===== src/hdl/shcpo_pkg.sv =====
// Shared types and constants for the shaded circle pixel overlay.
`timescale 1ns / 1ps

package shcpo_pkg;

    // Default coordinate width of the pixel stream.
    localparam int COORD_BITS_DEF = 12;

    // Configuration register widths.
    localparam int CX_BITS  = 14;
    localparam int R_BITS   = 11;
    localparam int LIM_BITS = 2 * (R_BITS + 1);

    // APB address width and register indexes.
    localparam int ADDR_BITS = 4;
    localparam int IDX_BITS  = ADDR_BITS - 2;
    localparam logic [IDX_BITS-1:0] REG_CENTER_X    = 2'd0;
    localparam logic [IDX_BITS-1:0] REG_CENTER_Y    = 2'd1;
    localparam logic [IDX_BITS-1:0] REG_BALL_RADIUS = 2'd2;

    // Highlight square root: a root of up to 127 covers every visible shade.
    localparam int ROOT_BITS = 7;
    localparam int RAD_BITS  = 2 * ROOT_BITS;
    localparam int REM_BITS  = ROOT_BITS + 3;

    localparam logic [7:0] COLOR_MAX = 8'hFF;

    typedef struct packed {
        logic [CX_BITS-1:0]  cx;
        logic [CX_BITS-1:0]  cy;
        logic [R_BITS-1:0]   r;
        logic [LIM_BITS-1:0] lim;   // (r + 1) squared
    } cfg_t;

    typedef struct packed {
        logic [7:0] red;
        logic [7:0] green;
        logic [7:0] blue;
    } color_t;

    // Word handed from one square root cell to the next.
    typedef struct packed {
        logic [RAD_BITS-1:0]  rad;
        logic [REM_BITS-1:0]  rem;
        logic [ROOT_BITS-1:0] root;
        color_t               color;
        logic                 in_ball;
        logic                 near;
    } word_t;

endpackage


===== src/hdl/shcpo_regs.sv =====
// APB configuration registers for the shaded circle pixel overlay.
`timescale 1ns / 1ps

module shcpo_regs
    import shcpo_pkg::*;
(
    input  logic                 clk,
    input  logic                 rst_n,
    input  logic                 psel,
    input  logic                 penable,
    input  logic                 pwrite,
    input  logic [ADDR_BITS-1:0] paddr,
    input  logic [31:0]          pwdata,
    output logic [31:0]          prdata,
    output cfg_t                 cfg
);

    logic [CX_BITS-1:0]  cx_reg;
    logic [CX_BITS-1:0]  cy_reg;
    logic [R_BITS-1:0]   r_reg;
    logic [LIM_BITS-1:0] lim_reg;
    logic [LIM_BITS-1:0] lim_next;
    logic [R_BITS:0]     r_plus;
    logic [IDX_BITS-1:0] idx;
    logic                wr_en;

    assign idx   = paddr[ADDR_BITS-1:2];
    assign wr_en = psel && penable && pwrite;

    always_ff @(posedge clk or negedge rst_n)
    begin
        if (!rst_n)
        begin
            cx_reg <= '0;
            cy_reg <= '0;
            r_reg  <= '0;
        end
        else if (wr_en)
        begin
            unique case (idx)
                REG_CENTER_X:    cx_reg <= pwdata[CX_BITS-1:0];
                REG_CENTER_Y:    cy_reg <= pwdata[CX_BITS-1:0];
                REG_BALL_RADIUS: r_reg  <= pwdata[R_BITS-1:0];
                default:         ;
            endcase
        end
    end

    // The inside test compares the squared distance against (r + 1) squared.
    assign r_plus   = {1'b0, r_reg} + {{R_BITS{1'b0}}, 1'b1};
    assign lim_next = r_plus * r_plus;

    always_ff @(posedge clk or negedge rst_n)
    begin
        if (!rst_n)
        begin
            lim_reg <= {{(LIM_BITS-1){1'b0}}, 1'b1};
        end
        else
        begin
            lim_reg <= lim_next;
        end
    end

    always_comb
    begin
        unique case (idx)
            REG_CENTER_X:    prdata = {{(32-CX_BITS){1'b0}}, cx_reg};
            REG_CENTER_Y:    prdata = {{(32-CX_BITS){1'b0}}, cy_reg};
            REG_BALL_RADIUS: prdata = {{(32-R_BITS){1'b0}}, r_reg};
            default:         prdata = '0;
        endcase
    end

    assign cfg = '{cx: cx_reg, cy: cy_reg, r: r_reg, lim: lim_reg};

endmodule


===== src/hdl/shcpo_front.sv =====
// Offset, squaring and ball test stages ahead of the square root chain.
`timescale 1ns / 1ps

module shcpo_front
    import shcpo_pkg::*;
#(
    parameter int COORD_BITS = COORD_BITS_DEF
)
(
    input  logic                  clk,
    input  logic                  rst_n,
    input  cfg_t                  cfg,
    input  logic                  in_valid,
    output logic                  in_ready,
    input  logic [COORD_BITS-1:0] pixel_x,
    input  logic [COORD_BITS-1:0] pixel_y,
    input  color_t                in_color,
    output logic                  dn_valid,
    input  logic                  dn_ready,
    output word_t                 dn_word
);

    localparam int MAGW  = ((COORD_BITS > 13) ? COORD_BITS : 13) + 2;
    localparam int DW    = MAGW + 1;
    localparam int HW    = MAGW + 2;
    localparam int SQDW  = 2 * MAGW;
    localparam int SQHW  = 2 * (MAGW + 1);

    // Stage 1: offsets to the center and to the doubled highlight spot.
    logic [DW-1:0] dx, dy, dx_abs, dy_abs;
    logic [HW-1:0] hx, hy, hx_abs, hy_abs;
    logic [DW-1:0] cx_d, cy_d;
    logic [HW-1:0] cx_h, cy_h, r_h;

    always_comb
    begin
        cx_d = {{(DW-CX_BITS){cfg.cx[CX_BITS-1]}}, cfg.cx};
        cy_d = {{(DW-CX_BITS){cfg.cy[CX_BITS-1]}}, cfg.cy};
        cx_h = {{(HW-CX_BITS-1){cfg.cx[CX_BITS-1]}}, cfg.cx, 1'b0};
        cy_h = {{(HW-CX_BITS-1){cfg.cy[CX_BITS-1]}}, cfg.cy, 1'b0};
        r_h  = {{(HW-R_BITS){1'b0}}, cfg.r};
        dx = {{(DW-COORD_BITS){1'b0}}, pixel_x} - cx_d;
        dy = {{(DW-COORD_BITS){1'b0}}, pixel_y} - cy_d;
        hx = {{(HW-COORD_BITS-1){1'b0}}, pixel_x, 1'b0} - cx_h - r_h;
        hy = {{(HW-COORD_BITS-1){1'b0}}, pixel_y, 1'b0} - cy_h + r_h;
        dx_abs = dx[DW-1] ? (~dx + 1'b1) : dx;
        dy_abs = dy[DW-1] ? (~dy + 1'b1) : dy;
        hx_abs = hx[HW-1] ? (~hx + 1'b1) : hx;
        hy_abs = hy[HW-1] ? (~hy + 1'b1) : hy;
    end

    logic            s1_valid_reg, s2_valid_reg, s3_valid_reg;
    logic            s1_en, s2_en, s3_en;
    logic [MAGW-1:0] s1_dx_reg, s1_dy_reg;
    logic [MAGW:0]   s1_hx_reg, s1_hy_reg;
    color_t          s1_color_reg;
    logic [SQDW-1:0] s2_dx_reg, s2_dy_reg;
    logic [SQHW-1:0] s2_hx_reg, s2_hy_reg;
    color_t          s2_color_reg;
    logic [SQDW:0]   dist_sum;
    logic [SQHW:0]   hl_sum;
    word_t           s3_word_reg;
    word_t           s3_word_next;

    assign s3_en    = !s3_valid_reg || dn_ready;
    assign s2_en    = !s2_valid_reg || s3_en;
    assign s1_en    = !s1_valid_reg || s2_en;
    assign in_ready = s1_en;

    always_ff @(posedge clk or negedge rst_n)
    begin
        if (!rst_n)
        begin
            s1_valid_reg <= 1'b0;
            s2_valid_reg <= 1'b0;
            s3_valid_reg <= 1'b0;
        end
        else
        begin
            if (s1_en)
            begin
                s1_valid_reg <= in_valid;
            end
            if (s2_en)
            begin
                s2_valid_reg <= s1_valid_reg;
            end
            if (s3_en)
            begin
                s3_valid_reg <= s2_valid_reg;
            end
        end
    end

    always_ff @(posedge clk)
    begin
        if (s1_en)
        begin
            s1_dx_reg    <= dx_abs[MAGW-1:0];
            s1_dy_reg    <= dy_abs[MAGW-1:0];
            s1_hx_reg    <= hx_abs[MAGW:0];
            s1_hy_reg    <= hy_abs[MAGW:0];
            s1_color_reg <= in_color;
        end
        if (s2_en)
        begin
            s2_dx_reg    <= s1_dx_reg * s1_dx_reg;
            s2_dy_reg    <= s1_dy_reg * s1_dy_reg;
            s2_hx_reg    <= s1_hx_reg * s1_hx_reg;
            s2_hy_reg    <= s1_hy_reg * s1_hy_reg;
            s2_color_reg <= s1_color_reg;
        end
        if (s3_en)
        begin
            s3_word_reg <= s3_word_next;
        end
    end

    // Stage 3: ball test and seed for the highlight square root.
    // The shade is nonzero only while the doubled distance stays below 128,
    // so only a radicand below 2^14 needs its root.
    always_comb
    begin
        dist_sum = {1'b0, s2_dx_reg} + {1'b0, s2_dy_reg};
        hl_sum   = {1'b0, s2_hx_reg} + {1'b0, s2_hy_reg};
        s3_word_next.rad     = hl_sum[RAD_BITS-1:0];
        s3_word_next.rem     = '0;
        s3_word_next.root    = '0;
        s3_word_next.color   = s2_color_reg;
        s3_word_next.in_ball = dist_sum < {{(SQDW+1-LIM_BITS){1'b0}}, cfg.lim};
        s3_word_next.near    = (hl_sum[SQHW:RAD_BITS] == '0);
    end

    assign dn_valid = s3_valid_reg;
    assign dn_word  = s3_word_reg;

endmodule


===== src/hdl/shcpo_sqrt_cell.sv =====
// One cell of the square root chain: settles one root bit per pass.
`timescale 1ns / 1ps

module shcpo_sqrt_cell
    import shcpo_pkg::*;
(
    input  logic  clk,
    input  logic  rst_n,
    input  logic  up_valid,
    output logic  up_ready,
    input  word_t up_word,
    output logic  dn_valid,
    input  logic  dn_ready,
    output word_t dn_word
);

    logic                valid_reg;
    word_t               word_reg;
    word_t               word_next;
    logic [REM_BITS-1:0] rem_sh;
    logic [REM_BITS-1:0] trial;

    // Bring down the next two radicand bits and try the digit one.
    always_comb
    begin
        rem_sh = {up_word.rem[REM_BITS-3:0], up_word.rad[RAD_BITS-1 -: 2]};
        trial  = {{(REM_BITS-ROOT_BITS-2){1'b0}}, up_word.root, 2'b01};
        word_next     = up_word;
        word_next.rad = {up_word.rad[RAD_BITS-3:0], 2'b00};
        if (rem_sh >= trial)
        begin
            word_next.rem  = rem_sh - trial;
            word_next.root = {up_word.root[ROOT_BITS-2:0], 1'b1};
        end
        else
        begin
            word_next.rem  = rem_sh;
            word_next.root = {up_word.root[ROOT_BITS-2:0], 1'b0};
        end
    end

    assign up_ready = !valid_reg || dn_ready;

    always_ff @(posedge clk or negedge rst_n)
    begin
        if (!rst_n)
        begin
            valid_reg <= 1'b0;
        end
        else if (up_ready)
        begin
            valid_reg <= up_valid;
        end
    end

    always_ff @(posedge clk)
    begin
        if (up_ready)
        begin
            word_reg <= word_next;
        end
    end

    assign dn_valid = valid_reg;
    assign dn_word  = word_reg;

endmodule


===== src/hdl/shaded_circle_pixel_overlay.sv =====
// Top level of the shaded circle pixel overlay.
`timescale 1ns / 1ps

// Paints a shaded ball over a pixel stream.
//
// Input words carry pixel_x, pixel_y and a background color on an
// in_valid / in_ready handshake; result words carry the output color and
// inside_ball on out_valid / out_ready. A pixel whose floored distance to
// the configured center is at most ball_radius becomes red 255 with green
// and blue set to 255 - 4*h (zero where 4*h would pass 255), where h is the
// floored distance to the highlight spot up and to the right of the center;
// other pixels pass through unchanged.
//
// The datapath is a pipeline of 11 register stages: offsets, squares, the
// ball test, a chain of 7 square root cells (one root bit per cell) and
// the output register. One word is accepted every cycle while the receiver
// keeps taking results, since each stage takes a new word as its previous
// word moves on.
//
// Each stage holds its word while the next one is full, so when the
// receiver stalls, the empty stages behind the output still fill up and
// in_ready drops only once every stage holds a word. Reset empties the
// pipeline and clears the center and radius to zero. The APB port at
// addresses 0, 4 and 8 holds center_x, center_y and ball_radius; write it
// only while no word is in flight.
module shaded_circle_pixel_overlay
    import shcpo_pkg::*;
#(
    parameter int COORD_BITS = COORD_BITS_DEF
)
(
    input  logic                  clk,
    input  logic                  rst_n,
    input  logic                  psel,
    input  logic                  penable,
    input  logic                  pwrite,
    input  logic [ADDR_BITS-1:0]  paddr,
    input  logic [31:0]           pwdata,
    output logic [31:0]           prdata,
    output logic                  pready,
    input  logic                  in_valid,
    output logic                  in_ready,
    input  logic [COORD_BITS-1:0] pixel_x,
    input  logic [COORD_BITS-1:0] pixel_y,
    input  logic [7:0]            in_red,
    input  logic [7:0]            in_green,
    input  logic [7:0]            in_blue,
    output logic                  out_valid,
    input  logic                  out_ready,
    output logic [7:0]            out_red,
    output logic [7:0]            out_green,
    output logic [7:0]            out_blue,
    output logic                  inside_ball
);

    cfg_t cfg;

    assign pready = 1'b1;

    shcpo_regs u_regs (
        .clk     (clk),
        .rst_n   (rst_n),
        .psel    (psel),
        .penable (penable),
        .pwrite  (pwrite),
        .paddr   (paddr),
        .pwdata  (pwdata),
        .prdata  (prdata),
        .cfg     (cfg)
    );

    // Slot 0 is the front end output; slot k + 1 is the output of cell k.
    logic  chain_valid [0:ROOT_BITS];
    logic  chain_ready [0:ROOT_BITS];
    word_t chain_word  [0:ROOT_BITS];

    shcpo_front #(
        .COORD_BITS (COORD_BITS)
    ) u_front (
        .clk      (clk),
        .rst_n    (rst_n),
        .cfg      (cfg),
        .in_valid (in_valid),
        .in_ready (in_ready),
        .pixel_x  (pixel_x),
        .pixel_y  (pixel_y),
        .in_color ('{red: in_red, green: in_green, blue: in_blue}),
        .dn_valid (chain_valid[0]),
        .dn_ready (chain_ready[0]),
        .dn_word  (chain_word[0])
    );

    for (genvar k = 0; k < ROOT_BITS; k++)
    begin : g_cell
        shcpo_sqrt_cell u_cell (
            .clk      (clk),
            .rst_n    (rst_n),
            .up_valid (chain_valid[k]),
            .up_ready (chain_ready[k]),
            .up_word  (chain_word[k]),
            .dn_valid (chain_valid[k+1]),
            .dn_ready (chain_ready[k+1]),
            .dn_word  (chain_word[k+1])
        );
    end

    // Output register. The root is twice the highlight distance, so
    // 4*h is the root with its lowest bit cleared and shifted left by one.
    word_t      last_word;
    logic       out_en;
    logic       out_valid_reg;
    logic [7:0] shade;
    color_t     out_color_reg;
    color_t     out_color_next;
    logic       inside_reg;

    assign last_word = chain_word[ROOT_BITS];
    assign out_en    = !out_valid_reg || out_ready;
    assign chain_ready[ROOT_BITS] = out_en;

    always_comb
    begin
        shade = last_word.near ?
                (COLOR_MAX - {last_word.root[ROOT_BITS-1:1], 2'b00}) : 8'd0;
        if (last_word.in_ball)
        begin
            out_color_next = '{red: COLOR_MAX, green: shade, blue: shade};
        end
        else
        begin
            out_color_next = last_word.color;
        end
    end

    always_ff @(posedge clk or negedge rst_n)
    begin
        if (!rst_n)
        begin
            out_valid_reg <= 1'b0;
        end
        else if (out_en)
        begin
            out_valid_reg <= chain_valid[ROOT_BITS];
        end
    end

    always_ff @(posedge clk)
    begin
        if (out_en)
        begin
            out_color_reg <= out_color_next;
            inside_reg    <= last_word.in_ball;
        end
    end

    assign out_valid   = out_valid_reg;
    assign out_red     = out_color_reg.red;
    assign out_green   = out_color_reg.green;
    assign out_blue    = out_color_reg.blue;
    assign inside_ball = inside_reg;

    // A painted pixel is always full red.
    assert property (@(posedge clk) disable iff (!rst_n)
        out_valid && inside_ball |-> out_red == COLOR_MAX)
        else $error("painted pixel without full red");

    // Inside the ball green and blue match and are either zero or 255 - 4*h.
    assert property (@(posedge clk) disable iff (!rst_n)
        out_valid && inside_ball |->
            out_green == out_blue && (out_green == 8'd0 || out_green[1:0] == 2'b11))
        else $error("highlight shade malformed");

    // The input side stalls only when the output holds a word the receiver refuses.
    assert property (@(posedge clk) disable iff (!rst_n)
        !in_ready |-> out_valid_reg && !out_ready)
        else $error("input stalled with room in the pipeline");

endmodule

===== config.mk =====
export PLATFORM = sky130hd
export DESIGN_NAME = shaded_circle_pixel_overlay
export DESIGN_NICKNAME = d
export VERILOG_FILES = /design/src/hdl/shcpo_pkg.sv /design/src/hdl/shcpo_regs.sv /design/src/hdl/shcpo_front.sv /design/src/hdl/shcpo_sqrt_cell.sv /design/src/hdl/shaded_circle_pixel_overlay.sv
export SDC_FILE = /design/constraint.sdc
export NUM_CORES = 2
export LEC_CHECK = 0
export ABC_AREA = 1
export BUFFER_PORTS_ARGS = -buffer_cell sky130_fd_sc_hd__buf_2
export CAP_MARGIN = 15
export CORE_MARGIN = 2
export CORE_UTILIZATION = 58
export DETAILED_ROUTE_END_ITERATION = 8
export PLACE_DENSITY = 0.85
export SYNTH_ARGS = -nofsm -noshare
export SYNTH_HDL_FRONTEND = slang
export SYNTH_SLANG_ARGS = --single-unit

===== constraint.sdc =====
create_clock -name clk -period 15.1 [get_ports clk]
set_input_delay 0.755 -clock clk [delete_from_list [all_inputs] [get_ports clk]]
set_output_delay 0.755 -clock clk [all_outputs]
set_load 0.02 [all_outputs]

==> results.md <==
- Status: complete, no violations
- DR pass1 iterations: 6
- Commonest cells post-synth: 1638 x inv_1, 1319 x nand2_1, 690 x fa_1
- Final setup viols: 0
- Synthesized area per cell: 9.220 µm²
- First-pass GRT wire length: between 200 and 250 mm
- Max_slew headroom: 0.2210
- Leading area contributor after synthesis: edfxtp_1
- DR vias/cell: between 5 and 6
- Worst skew pair latency: 670 ps
- HP Class: input pin to flop
- Routed WL: between 100 and 150 mm
- Antenna-violating nets left: 0
- Die Height: 327.5 µm
- CTS tree: done
- Clk sinks: between 600 and 700
- Critical path arrival: 6430 ps
- Largest net degree at the start of global routing: 81
- Tcrit/Tclk final: 0.4759
- Synth top area cells: edfxtp_1 28%, fa_1 23%, ha_1 12%, inv_1 10%, nand2_1 8.2%
- Clock buffer depth: 3
- Die width: 327.5 µm
- CP endpoint kind: primary output
- P&R area growth vs syn: 6.879%
- HPWL after DPL: 110.8 mm
- Req. time, crit path: about 14000 ps
- Total gr overflow: 0
- Post-CTS Resized: 0
- Synth Flop Type: edfxtp_1
- Worst Setup Path Type: flop to primary output
- I/O Pins: 151
- Number of distinct library cells after synthesis: 63
- Number of global-route vias before repair: 45.68k
- Crit-path max FO: 46
- Final worst path period need: 7187 ps
- Die footprint: 107300 µm²
- Slew Viols, Final: 0
- Fmax achieved: 139.1 MHz
- Asr flop ratio synth: 0.1146
- Top cell type's share of synthesized area: 0.2790
- Share of layout cells above drive strength 1: 0.04569
- Setup bufs post-CTS: 0
- IO Port Bufs: around 110
- RSZ-0062 raised after global routing: no
- Post-Synthesis Cells: 6583
- Post-Route Setup TNS: 0 ps
- Clock transition at path regs: 60 ps
- Core box area: 103600 µm²
- 1st-iter DRT viols: 3520
- Startpoint Class: flop
- Register bit total from synthesis: 637
- Nets@finish: 8028
- Antenna cells: 0
- Post-Syn Area: just over 60000 µm²
- Sequential element share of the synthesized area: 0.3092
- CTS H-tree lvls: 3
- Final hold vios: 0
- Global Route Usage Sum: 0.2634
- Cell Chain, Critical Path: inv_1 > nor2_1 > inv_2 > nor2_1 > inv_1 > buf_4 > nor2_1 > inv_2 > nor2_2 > nand2_2 > nor2_4 > nand2_2 > nor2_2 > nand2_2 > nor2_2 > nand2_4 > buf_2
- Initial antenna violation count: 5
- Drc violations: 0
- Row Count: around 120
- Detail-routed net length per standard cell: approximately 17 µm
- Starting density of the core: 0.5856
- Post-synth EDFFs: 564
- Routed via count: 43.69k
- Ys Warns: 0
- Worst path slowest cell: nand2_2
- MaxCap Viol Count: 0
- Count leader, synth: inv_1
- Total CTS buffers: 69
- Hold_buf cts: 1
- Fillers: 8035
- RD Place Congestion: 0.9470
- Worst-Margin Slew: 1164 ps
- Largest register FFs: ~270
- CTS root buf: clkbuf_16
- CP peak stage delay: approximately 630 ps
- Worst Clk Skew: around 40 ps
==> placed cells by master (no fill, tap or decap), drive strengths merged, types with 52 or more instances in the layout <==
cell type,instances
a21oi,262
buf,122
clkbuf,87
dfrtp,72
edfxtp,564
fa,690
ha,581
inv,1649
nand2,1345
nand3,185
nand4,52
nor2,321
nor3,52
o21ai,226
xnor2,66
xor2,200
==> kinds of logic (layout without fill, tap and decap cells) <==
logic type	Yosys count	after routing	share of synthesized area
xor gates and xnor gates	266	266	0.03863
and+or+nand+nor	2004	2004	0.1362
DFF	637	637	0.3092
adders and majority gates	1271	1271	0.3474
other	2	29	0.0001237
AOI/OAI and AO/OA	616	616	0.05619
buffers and inverters	1786	1895	0.1121
muxes	1	1	0.0001855
==> layout make-up <==
type                            count  area, µm²  area share
Sequential cell                   637      18760      0.2893
Timing Repair Buffer              123      650.6     0.01003
Clock inverter                     37      480.5    0.007406
Inverter                         1648       6191     0.09543
Clock buffer                       87       1824     0.02812
Tap cell                         1380       1727     0.02662
Multi-Input combinational cell   4187      35230      0.5431
==> per-stage QoR <==
stage / utilization / worst slack, ps / cell area (µm²) / hold WS, ps / instances
floorplan: - / 7380 / 60800 / 400.3 / 6610
detailed placement: 0.6036 / 7970 / 62560 / 404.5 / 7974
global placement: 0.6036 / 8272 / 62560 / 400.2 / 7974
finish: 0.6259 / 7913 / 64870 / 279.2 / 8099
CTS: 0.6259 / 7756 / 64870 / 245.8 / 8099
global route: 0.6259 / 7230 / 64870 / 256.8 / 8099
==> layer usage <==
layer	up-vias	GRT usage	share of wire
li1	20500	-	-
met1	21290	0.3413	0.41
met2	1560	0.4485	0.48
met3	340	0.04675	0.076
met4	8	0.08805	0.032
met5	-	0	0.00040
==> final timing paths <==
check	startpoint	endpoint	slack, ps	cells after the start
min in group asynchronous	rst_n	out_valid	540	2
worst min register to register	g_cell[1].u_cell.dn_word[54]	g_cell[2].u_cell.dn_word[56]	400	0
worst max register to register	out_valid	u_front.s2_dy_reg[13]	8460	17
worst min-delay path	in_valid	u_front.s1_valid_reg	280	3
max in group asynchronous	rst_n	u_regs.cx_reg[13]	13360	3
worst max-delay path	out_valid	in_ready	7910	17
==> critical path, delay by kind of cell (launching register included) <==
kind,cells,cell delay [ps]
simple gates,11,4200
buf+inv,6,1180
flops,1,330
Power is left out: the tool's default activity adds up to more than one toggle a clock period on the data nets, which glitch-free logic cannot reach.
